File: config.mk
export PLATFORM = sky130hd
export DESIGN_NAME = memory_region_table
export DESIGN_NICKNAME = d
export VERILOG_FILES = /design/src/hdl/mrt_pkg.sv /design/src/hdl/memory_region_table.sv /design/src/hdl/mrt_store.sv /design/src/hdl/mrt_ctrl.sv
export SDC_FILE = /design/constraint.sdc
export NUM_CORES = 2
export LEC_CHECK = 0
export BUFFER_PORTS_ARGS = -buffer_cell sky130_fd_sc_hd__buf_2
export CORE_ASPECT_RATIO = 0.5
export CORE_MARGIN = 3
export CORE_UTILIZATION = 25
export DETAILED_ROUTE_END_ITERATION = 7
export GPL_ROUTABILITY_DRIVEN = 0
export HOLD_SLACK_MARGIN = 0.05
export PLACE_DENSITY = 0.36
export SKIP_LAST_GASP = 1
export SYNTH_ARGS = -nofsm -noshare
export SYNTH_HDL_FRONTEND = slang
export SYNTH_SLANG_ARGS = --single-unit
File: constraint.sdc
create_clock -name clk -period 14.84 [get_ports clk]
set_input_delay 2.968 -clock clk [delete_from_list [all_inputs] [get_ports clk]]
set_output_delay 2.968 -clock clk [all_outputs]
set_load 0.03 [all_outputs]
File: src/hdl/mrt_pkg.sv
// ----------------------------------------------------------------------------
// mrt_pkg
// Shared types and constants for the memory region table: default sizes,
// operation, kind and status codes, and the entry store command group.
// ----------------------------------------------------------------------------
package mrt_pkg;

  // default table depth and physical address width
  localparam int unsigned MAX_REGIONS_DEF = 16;
  localparam int unsigned ADDR_BITS_DEF   = 32;

  // fixed field widths of the request and result
  localparam int unsigned FIELD_AW    = 32;
  localparam int unsigned KIND_W      = 2;
  localparam int unsigned INDEX_W     = 4;
  localparam int unsigned STATUS_W    = 3;
  localparam int unsigned COUNT_OUT_W = 5;

  // request operation
  typedef enum logic {
    OP_REGISTER = 1'b0,
    OP_READ     = 1'b1
  } op_t;

  // region kinds
  typedef enum logic [KIND_W-1:0] {
    KIND_AVAILABLE = 2'd0,
    KIND_RESERVED  = 2'd1,
    KIND_FAULTY    = 2'd2,
    KIND_UNUSED    = 2'd3
  } kind_t;

  // result status codes
  typedef enum logic [STATUS_W-1:0] {
    ST_OK        = 3'd0,
    ST_ZERO_SIZE = 3'd1,
    ST_FULL      = 3'd2,
    ST_OVERLAP   = 3'd3,
    ST_BAD_INDEX = 3'd4
  } status_t;

  // entry store access strobes
  typedef struct packed {
    logic wr_en;
    logic rd_en;
  } mem_cmd_t;

endpackage

File: src/hdl/memory_region_table.sv
// ----------------------------------------------------------------------------
// memory_region_table
// Table of physical memory regions: register requests append a region after
// zero-size, full-table and overlap checks; read requests return an entry.
// ----------------------------------------------------------------------------
//
//  channel  dir  data                                          side
//  in_      in   tdata: base, size, kind, index; tuser: op     request
//  out_     out  tdata: status, base, size, kind, count        result
//
//  a read request or a zero-size or full-table register request goes straight
//  to the done state; an accepted one scans the N stored entries, then writes;
//  an overlapping one stops at a hit: the check reads one entry per cycle.
//  reset (rst_n low, synchronous) empties the table; entries are not cleared.
//  a finished result waits in an output register while the next request is
//  taken; a request stalls in its last cycle only while that register is full.
//
module memory_region_table #(
  parameter int unsigned MAX_REGIONS = mrt_pkg::MAX_REGIONS_DEF,
  parameter int unsigned ADDR_BITS   = mrt_pkg::ADDR_BITS_DEF
) (
  input  logic        clk,
  input  logic        rst_n,
  input  logic        in_tvalid,
  output logic        in_tready,
  // [31:0] region_base, [63:32] region_size, [65:64] region_kind,
  // [69:66] entry_index, [71:70] zero
  input  logic [71:0] in_tdata,
  // [0] op
  input  logic        in_tuser,
  output logic        out_tvalid,
  input  logic        out_tready,
  // [2:0] status, [34:3] read_base, [66:35] read_size, [68:67] read_kind,
  // [73:69] entry_count, [79:74] zero
  output logic [79:0] out_tdata
);
  import mrt_pkg::*;

  localparam int unsigned SW     = (ADDR_BITS < FIELD_AW) ? ADDR_BITS : FIELD_AW;
  localparam int unsigned IDX_W  = (MAX_REGIONS > 1) ? $clog2(MAX_REGIONS) : 1;
  localparam int unsigned CNT_W  = $clog2(MAX_REGIONS + 1);
  localparam int unsigned DATA_W = KIND_W + 2 * SW;

  mem_cmd_t            mem_cmd;
  logic [IDX_W-1:0]    mem_wr_addr, mem_rd_addr;
  logic [DATA_W-1:0]   mem_wr_data, mem_rd_data;
  status_t             res_status;
  logic [FIELD_AW-1:0] res_base, res_size;
  logic [KIND_W-1:0]   res_kind;
  logic [COUNT_OUT_W-1:0] res_count;
  op_t                 req_op;

  // request unpacking
  assign req_op = op_t'(in_tuser);

  // sequencer
  mrt_ctrl #(
    .MAX_REGIONS (MAX_REGIONS),
    .SW          (SW),
    .IDX_W       (IDX_W),
    .CNT_W       (CNT_W)
  ) u_ctrl (
    .clk         (clk),
    .rst_n       (rst_n),
    .req_valid   (in_tvalid),
    .req_ready   (in_tready),
    .req_op      (req_op),
    .req_base    (in_tdata[31:0]),
    .req_size    (in_tdata[63:32]),
    .req_kind    (in_tdata[65:64]),
    .req_index   (in_tdata[69:66]),
    .mem_cmd     (mem_cmd),
    .mem_wr_addr (mem_wr_addr),
    .mem_wr_data (mem_wr_data),
    .mem_rd_addr (mem_rd_addr),
    .mem_rd_data (mem_rd_data),
    .res_valid   (out_tvalid),
    .res_ready   (out_tready),
    .res_status  (res_status),
    .res_base    (res_base),
    .res_size    (res_size),
    .res_kind    (res_kind),
    .res_count   (res_count)
  );

  // entry memory
  mrt_store #(
    .DEPTH  (MAX_REGIONS),
    .IDX_W  (IDX_W),
    .DATA_W (DATA_W)
  ) u_store (
    .clk     (clk),
    .cmd     (mem_cmd),
    .wr_addr (mem_wr_addr),
    .wr_data (mem_wr_data),
    .rd_addr (mem_rd_addr),
    .rd_data (mem_rd_data)
  );

  // result packing
  assign out_tdata = {6'd0, res_count, res_kind, res_size, res_base, res_status};

endmodule

File: src/hdl/mrt_store.sv
// ----------------------------------------------------------------------------
// mrt_store
// Entry store: one synchronous memory holding kind, size and base of every
// region, one write port and one read port with registered read data.
// ----------------------------------------------------------------------------
module mrt_store #(
  parameter int unsigned DEPTH  = 16,
  parameter int unsigned IDX_W  = 4,
  parameter int unsigned DATA_W = 66
) (
  input  logic                clk,
  input  mrt_pkg::mem_cmd_t   cmd,
  input  logic [IDX_W-1:0]    wr_addr,
  input  logic [DATA_W-1:0]   wr_data,
  input  logic [IDX_W-1:0]    rd_addr,
  output logic [DATA_W-1:0]   rd_data
);
  import mrt_pkg::*;

  logic [DATA_W-1:0] mem [DEPTH];
  logic [DATA_W-1:0] rd_data_r;

  // write port
  always_ff @(posedge clk) begin
    if (cmd.wr_en) begin
      mem[wr_addr] <= wr_data;
    end
  end

  // read port, data held while no read is issued
  always_ff @(posedge clk) begin
    if (cmd.rd_en) begin
      rd_data_r <= mem[rd_addr];
    end
  end

  assign rd_data = rd_data_r;

endmodule

File: src/hdl/mrt_ctrl.sv
// ----------------------------------------------------------------------------
// mrt_ctrl
// Request sequencer: checks a register request against stored entries one per
// cycle until a hit, appends accepted regions, serves reads, holds the result.
// ----------------------------------------------------------------------------
module mrt_ctrl #(
  parameter int unsigned MAX_REGIONS = 16,
  parameter int unsigned SW          = 32,
  parameter int unsigned IDX_W       = 4,
  parameter int unsigned CNT_W       = 5
) (
  input  logic                              clk,
  input  logic                              rst_n,
  // request side
  input  logic                              req_valid,
  output logic                              req_ready,
  input  mrt_pkg::op_t                      req_op,
  input  logic [mrt_pkg::FIELD_AW-1:0]      req_base,
  input  logic [mrt_pkg::FIELD_AW-1:0]      req_size,
  input  logic [mrt_pkg::KIND_W-1:0]        req_kind,
  input  logic [mrt_pkg::INDEX_W-1:0]       req_index,
  // entry store
  output mrt_pkg::mem_cmd_t                 mem_cmd,
  output logic [IDX_W-1:0]                  mem_wr_addr,
  output logic [mrt_pkg::KIND_W+2*SW-1:0]   mem_wr_data,
  output logic [IDX_W-1:0]                  mem_rd_addr,
  input  logic [mrt_pkg::KIND_W+2*SW-1:0]   mem_rd_data,
  // result side
  output logic                              res_valid,
  input  logic                              res_ready,
  output mrt_pkg::status_t                  res_status,
  output logic [mrt_pkg::FIELD_AW-1:0]      res_base,
  output logic [mrt_pkg::FIELD_AW-1:0]      res_size,
  output logic [mrt_pkg::KIND_W-1:0]        res_kind,
  output logic [mrt_pkg::COUNT_OUT_W-1:0]   res_count
);
  import mrt_pkg::*;

  localparam int unsigned CMP_W = CNT_W + INDEX_W;

  typedef enum logic [3:0] {
    S_IDLE  = 4'b0001,
    S_SCAN  = 4'b0010,
    S_WRITE = 4'b0100,
    S_DONE  = 4'b1000
  } state_t;

  state_t              state_r, state_nxt;
  op_t                 op_r, op_nxt;
  logic [SW-1:0]       base_r, base_nxt;
  logic [SW-1:0]       size_r, size_nxt;
  logic [KIND_W-1:0]   kind_r, kind_nxt;
  logic [SW:0]         end_r, end_nxt;
  logic [IDX_W-1:0]    scan_r, scan_nxt;
  logic [CNT_W-1:0]    count_r, count_nxt;
  status_t             status_r, status_nxt;
  logic                out_valid_r, out_valid_nxt;
  status_t             out_status_r, out_status_nxt;
  logic [FIELD_AW-1:0] out_base_r, out_base_nxt;
  logic [FIELD_AW-1:0] out_size_r, out_size_nxt;
  logic [KIND_W-1:0]   out_kind_r, out_kind_nxt;
  logic [COUNT_OUT_W-1:0] out_count_r, out_count_nxt;

  logic [SW-1:0]       rd_base, rd_size, in_base, in_size;
  logic [KIND_W-1:0]   rd_kind, in_kind;
  logic [SW:0]         rd_end;
  logic                hit, last_entry, accept, bad_index, out_free;

  // unpack stored entry and compute its end one bit wider
  assign rd_base = mem_rd_data[SW-1:0];
  assign rd_size = mem_rd_data[2*SW-1:SW];
  assign rd_kind = mem_rd_data[KIND_W+2*SW-1:2*SW];
  assign rd_end  = {1'b0, rd_base} + {1'b0, rd_size};
  assign hit     = ({1'b0, base_r} < rd_end) && ({1'b0, rd_base} < end_r);

  // request fields cut to the address width, meaningless kind read as reserved
  assign in_base = SW'(req_base);
  assign in_size = SW'(req_size);
  assign in_kind = (req_kind == KIND_UNUSED) ? KIND_RESERVED : req_kind;

  assign req_ready  = (state_r == S_IDLE);
  assign accept     = req_valid && req_ready;
  assign bad_index  = CMP_W'(req_index) >= CMP_W'(count_r);
  assign last_entry = (CNT_W'(scan_r) + CNT_W'(1)) == count_r;
  assign out_free   = !out_valid_r || res_ready;

  // store access
  assign mem_wr_addr = IDX_W'(count_r);
  assign mem_wr_data = {kind_r, size_r, base_r};

  // sequencer
  always_comb begin
    state_nxt      = state_r;
    op_nxt         = op_r;
    base_nxt       = base_r;
    size_nxt       = size_r;
    kind_nxt       = kind_r;
    end_nxt        = end_r;
    scan_nxt       = scan_r;
    count_nxt      = count_r;
    status_nxt     = status_r;
    out_valid_nxt  = out_valid_r && !res_ready;
    out_status_nxt = out_status_r;
    out_base_nxt   = out_base_r;
    out_size_nxt   = out_size_r;
    out_kind_nxt   = out_kind_r;
    out_count_nxt  = out_count_r;
    mem_cmd        = '0;
    mem_rd_addr    = scan_r;
    case (state_r)
      S_IDLE: begin
        if (accept) begin
          op_nxt   = req_op;
          base_nxt = in_base;
          size_nxt = in_size;
          kind_nxt = in_kind;
          end_nxt  = {1'b0, in_base} + {1'b0, in_size};
          scan_nxt = '0;
          if (req_op == OP_READ) begin
            // read the entry now, data is there in the done state
            mem_cmd.rd_en = !bad_index;
            mem_rd_addr   = IDX_W'(req_index);
            status_nxt    = bad_index ? ST_BAD_INDEX : ST_OK;
            state_nxt     = S_DONE;
          end else if (in_size == '0) begin
            status_nxt = ST_ZERO_SIZE;
            state_nxt  = S_DONE;
          end else if (count_r >= CNT_W'(MAX_REGIONS)) begin
            status_nxt = ST_FULL;
            state_nxt  = S_DONE;
          end else if (count_r == '0) begin
            state_nxt = S_WRITE;
          end else begin
            mem_cmd.rd_en = 1'b1;
            mem_rd_addr   = '0;
            state_nxt     = S_SCAN;
          end
        end
      end
      S_SCAN: begin
        // one stored entry checked per cycle
        if (hit) begin
          status_nxt = ST_OVERLAP;
          state_nxt  = S_DONE;
        end else if (last_entry) begin
          state_nxt = S_WRITE;
        end else begin
          scan_nxt      = scan_r + IDX_W'(1);
          mem_cmd.rd_en = 1'b1;
          mem_rd_addr   = scan_r + IDX_W'(1);
        end
      end
      S_WRITE: begin
        mem_cmd.wr_en = 1'b1;
        count_nxt     = count_r + CNT_W'(1);
        status_nxt    = ST_OK;
        state_nxt     = S_DONE;
      end
      S_DONE: begin
        // load the result register once it is free
        if (out_free) begin
          out_valid_nxt  = 1'b1;
          out_status_nxt = status_r;
          out_count_nxt  = COUNT_OUT_W'(count_r);
          if (op_r == OP_READ && status_r == ST_OK) begin
            out_base_nxt = FIELD_AW'(rd_base);
            out_size_nxt = FIELD_AW'(rd_size);
            out_kind_nxt = rd_kind;
          end else begin
            out_base_nxt = '0;
            out_size_nxt = '0;
            out_kind_nxt = '0;
          end
          state_nxt = S_IDLE;
        end
      end
      default: begin
        state_nxt = S_IDLE;
      end
    endcase
  end

  // control state
  always_ff @(posedge clk) begin
    if (!rst_n) begin
      state_r     <= S_IDLE;
      count_r     <= '0;
      out_valid_r <= 1'b0;
    end else begin
      state_r     <= state_nxt;
      count_r     <= count_nxt;
      out_valid_r <= out_valid_nxt;
    end
  end

  // request and result payload
  always_ff @(posedge clk) begin
    op_r         <= op_nxt;
    base_r       <= base_nxt;
    size_r       <= size_nxt;
    kind_r       <= kind_nxt;
    end_r        <= end_nxt;
    scan_r       <= scan_nxt;
    status_r     <= status_nxt;
    out_status_r <= out_status_nxt;
    out_base_r   <= out_base_nxt;
    out_size_r   <= out_size_nxt;
    out_kind_r   <= out_kind_nxt;
    out_count_r  <= out_count_nxt;
  end

  assign res_valid  = out_valid_r;
  assign res_status = out_status_r;
  assign res_base   = out_base_r;
  assign res_size   = out_size_r;
  assign res_kind   = out_kind_r;
  assign res_count  = out_count_r;

endmodule

# --- Word-level counts from Yosys, hierarchy flattened ---
# Memory sizes are Yosys's and may differ from the RTL's. A register that Yosys moved wholly into a read port is not among the register bits.
# Index checks and enable logic that the tools add are counted.
totals:
  ff_bits: 191
  mem_bits_rw: 1056
  inputBits: 77
  out_inout_bits: 82
  n_memories: 1
classes:
  add_sub_neg: 5
  magnitude_cmp: 4
  n_eq_ne: 11
  n_mux: 39
  n_reduce_logical: 18
memory_table:
  columns: ["name", "words", "word_bits", "rd", "rd_ports_with_merged_regs", "write_ports", "line", "rtl"]
  rows:
  - ["u_store.mem", 16, 66, 1, 1, 1, "mrt_store.sv:20", "logic [DATA_W-1:0] mem [DEPTH];"]
ops:
  columns: ["cell", "n"]
  rows:
  - ["32-bit by 32-bit adder with 33-bit output", 2]
  - ["32-bit by 33-bit less-than comparator with 1-bit output", 2]
  - ["4-bit two-way mux", 15]
  - ["32-bit zero test", 1]
  - ["3-bit two-way mux", 7]
  - ["4-bit one-hot mux with 2 select lines", 2]
  - ["4-bit one-hot mux with 4 select lines", 1]
  - ["1-bit two-way mux", 12]
  - ["3-bit one-hot mux with 3 select lines", 1]
  - ["2-bit AND reduction", 3]
  - ["4-bit by 1-bit adder with 5-bit output, second input constant", 1]
  - ["5-bit by 1-bit adder with 5-bit output, second input constant", 1]
  - ["5-bit == test", 1]
  - ["4-bit by 5-bit greater-or-equal comparator with 1-bit output", 1]
  - ["5-bit greater-or-equal comparator, second input constant", 1]
  - ["5-bit zero test", 1]
  - ["4-bit by 1-bit adder with 4-bit output, second input constant", 1]
  - ["4-bit by 1-bit == test with 1-bit output, second input constant", 1]
  - ["4-bit by 2-bit == test with 1-bit output, second input constant", 1]
  - ["4-bit by 3-bit == test with 1-bit output, second input constant", 1]
  - ["4-bit == test, second input constant", 1]
  - ["1-bit logical AND", 4]
  - ["2-bit by 1-bit inequality test with 1-bit output, second input constant", 2]
  - ["4-bit inequality test, second input constant", 1]
  - ["other kinds (11)", 13]

# --- Longest topological paths before layout ---
depth:
  word_depth: 7
  mapped_depth: 33
  mapped_depth_nobuf: 29

# --- Modules after synthesis ---
# From an unflattened synthesis, not the netlist that was laid out.
hier_totals:
  hier_cells: 2731
  hier_area_um2: 53032.1
modules_own_cells:
  columns: ["module", "n_inst", "cells_per_inst", "area_each_um2", "seq_area_each_um2"]
  rows:
  - ["mrt_store", 1, 1698, 41461.0, 33692.3]
  - ["mrt_ctrl", 1, 1026, 11522.3, 5635.4]
  - ["memory_region_table", 1, 7, 48.8, 0.0]

# --- Worst setup path after synthesis ---
# OpenSTA, ideal clock, no wires.
synth_timing:
  path_type: "in2reg"
  start: "input in_tvalid"
  end: "register u_store.rd_data_r[0] (netlist: u_store.rd_data[0]), read port of u_store.mem, enable pin"
  setup_ns: 0.581
  t_arrival_ns: 9.384
  t_required_ns: 14.259
  setup_slack_ns: 4.875
  path_stages: 4
  path_buffers: 1
  cell_sequence: "and2_1 > buf_2 > a31oi_1 > o21ai_0"
synth_lines:
  columns: ["element", "line", "rtl"]
  rows:
  - ["start, declared", "memory_region_table.sv:24", "input logic in_tvalid,"]
  - ["end, declared", "mrt_store.sv:21", "logic [DATA_W-1:0] rd_data_r;"]

# --- Worst setup path in the final report ---
layout_timing:
  start: "register u_store.rd_data_r[0] (netlist: u_store.rd_data[0]), read port of u_store.mem"
  end: "register u_store.rd_data_r[32] (netlist: u_store.rd_data[32]), read port of u_store.mem, data pin"
layout_between:
  elab_chain_len: 5
layout_lines:
  columns: ["element", "line", "rtl"]
  rows:
  - ["32-bit by 32-bit adder with 33-bit output", "mrt_ctrl.sv:73", "assign rd_end = {1'b0, rd_base} + {1'b0, rd_size};"]
  - ["32-bit by 33-bit less-than comparator with 1-bit output", "mrt_ctrl.sv:74", "assign hit = ({1'b0, base_r} < rd_end) && ({1'b0, rd_base} < end_r);"]
  - ["1-bit logical AND (*)", "mrt_ctrl.sv:74", null]
  - ["4-bit two-way mux or 1-bit two-way mux (tied branches)", null, null]
  - ["4-bit one-hot mux with 2 select lines or 1-bit one-hot mux with 2 select lines (tied branches)", "mrt_ctrl.sv:110", "case (state_r)"]
# Mark *: on every way between the ends. The rest lies on a longest branch, timed or not.
# A chain may end at the register's enable or synchronous reset.

==> flow_summary.ini <==
[clock_tree]
cts_buffers = 145
cts_root_buf = clkbuf_16
clock_latency_ps = 800
post-cts-setup-buffers = 0
clkSinkCount = 1313
clock_path_buffers = 4
cts_tree = yes
cts.clk_slew.worst_paths_ps = 60
holdBufCountCts = 0
h-tree-depth = 4
ctsResizeCount = 0

[timing]
hold_violations = 0
worst_slack_ps = 4860
tightest_slew_ps = 1050
fin_setup_tns_ps = 0
rsz0062_at_grt = no
period_share_pct = 67.2
fin_crit_ps = 9980
finalMaxSlewViolations = 0
fmax_mhz = 100
relSlewSlack_pct = 30.2
skew_ps = 57.2
setup_viol = 0

[layout]
stdcell_area_mm2 = 0.0634
nNetsFinal = 4220
final_core_util_pct = 29.0
regArea_mm2 = 0.0393
fillers = 21800
syn2layout_area_growth_pct = 15.2
drive_gt1_share_pct = 12.3
multi_input_area_mm2 = 0.0145

[global_routing]
grt_pass1_wl_mm = 254
grt_pass1_vias = 32000
overflow = 0
track_usage_pct = 15.9
grt_max_degree = 139
antenna_found_initial = 16

[logic_synthesis]
synth_common_cells = edfxtp_1 (1303), nand2_1 (838), and3_1 (271)
synth_cells = 3847
synth_cell_types = 81
synth_seq_cells = 1313
netlist.area_leader.share_pct = 71.1
syn_area_per_cell_um2 = 14.3
yosysWarningCount = 0
async_flop_share_pct = 0
synth.yosys.seq_area_share_pct = 71.5
synth_ff_type = edfxtp_1
synth_most_common_cell = edfxtp_1
synthTopCellsByArea = edfxtp_1 (71%), nand2_1 (5.7%), and3_1 (3.1%), ha_1 (3.1%), mux2i_1 (2.5%)
synth_area_mm2 = 0.0550
synth_top_area_cell = edfxtp_1
synth_enable_flop_cells = 1303

[placed_design]
post-dp-hpwl_mm = 106
placed_cell_area_mm2 = 0.0591
pre_cts_slack_ps = 5050
port_buffers = 150

[flow_run]
drv_cap = 0

[critical_path]
worstPathArrival_ps = 10560
reg2reg_depth = 28
path_delay_family = compound AO/OA/AOI/OAI gates
critPathKind = reg2reg
cp-end-kind = flip-flop
worst_ep_required_time_ps = 15430
critical_path_depth = 28
cp-start-kind = flip-flop
slowest_delay_ps = 720
critPathBufInv = 2
path_max_fanout = 29
crit_path_frequent_cell = nand2_1
cp_slowest_cell = buf_4

[detailed_routing]
final_antenna_net_count = 0
remaining_drc_errors = 0
wl_met2_mm = 84.5
wl_met3_mm = 7.55
drt_iter0_drc = 2837
drt-met1-wl_mm = 87.7
first_pass_iters = 5
wirelength_mm = 184
top_layer_used = met4
avgRoutedWirePerCell_um = 26.1
detail_route.vias_per_cell = 4.66
dr_total_vias = 32900

[floorplan]
io_pins = 159
dieHeight_um = 338
die_w_um = 669
core-area_mm2 = 0.218
fp-row-count = 121
dieArea_mm2 = 0.226
start_util_pct = 25.2

[power]
p_per_area_mw_per_mm2 = 138
p_total_mw = 8.73
ir_drop_v = 0.0000809
power.leakage_nw = 22.5

[min_path]
worst_hold_path_type = reg2reg
worst_hold_path.num_cells = 0

[status]
status = finished, final reports clean
metrics by stage:
stage,cells,hold WS (ps)
5_1_grt,7044,514
4_1_cts,7044,487
6_report,7051,484
3_3_place_gp,6811,468
2_1_floorplan,3852,403
3_5_place_dp,6811,470
cell usage in the layout, fill, tap and decap left out, drive strengths merged, types with 11 or more instances in the layout:
cell type     n
edfxtp     1303
nand2       840
and3        271
buf         210
clkbuf      180
a31oi       140
mux2i       135
ha          135
and2         77
a21oi        76
nor2         70
mux2         67
a221o        66
o32ai        65
inv          61
o21ai        47
xnor2        40
clkinv       38
a21o         32
xor2         24
nor2b        15
nor4         14
nand4        14
nand3        14
o21a         13
nand2b       13
a211oi       11
nor3         11
layout make-up:
cell class,count,share of cell area [%]
antenna,7,0.0276
clock buffer,180,6.03
clock inverter,53,0.703
inverter,60,0.355
multi-input combinational,2276,22.9
sequential,1313,62.1
tap,2952,5.83
timing repair buffer,210,2.05
metal layers:
layer / GRT usage (%) / up-vias
met5: 0 / -
met4: 3.98 / 0
met3: 2.03 / 235
met2: 25.6 / 794
met1: 22.7 / 17100
li1: - / 14800
cells by family after synthesis:
kind of cell	count (synthesis)	share of synthesized area, %
AO/OA/AOI/OAI	506	6.66
XOR/XNOR	64	1.02
adder cells (fa/ha/maj)	137	3.14
buffers and inverters	263	2.47
flip-flops	1313	71.5
multiplexers	202	3.83
other	1	0.00682
AND/OR/NAND/NOR	1361	11.4
flip-flops by register name, indices dropped and copies added, names as in the netlist:
register / count
u_ctrl.count_r: 5
u_ctrl.op_r: 1
u_ctrl.res_kind: 2
u_ctrl.end_r: 33
u_ctrl.res_count: 5
u_ctrl.res_size: 32
u_ctrl.state_r: 4
u_ctrl.res_status: 3
u_ctrl.res_base: 32
u_ctrl.kind_r: 2
u_ctrl.base_r: 32
u_ctrl.scan_r: 4
u_ctrl.size_r: 32
u_ctrl.status_r: 3
u_store.rd_data: 66
u_ctrl.res_valid: 1
u_store.mem: 1056
where the power goes:
| part | internal, mW | switching (mW) |
|---|---|---|
| Clock | 1.94 | 1.47 |
| Sequential | 4.17 | 0.104 |
| Combinational | 0.378 | 0.680 |
| Total | 6.48 | 2.25 |
path summary, 6_finish.rpt:
kind	slack, ps	start	end
setup / recovery	4860	u_store.rd_data[0]	u_store.rd_data[32]
setup reg to reg	4860	u_store.rd_data[0]	u_store.rd_data[32]
hold / removal	480	u_ctrl.status_r[0]	u_ctrl.res_status[0]
hold reg to reg	480	u_ctrl.status_r[0]	u_ctrl.res_status[0]
No activity file was read; power rests on OpenSTA's default activity.
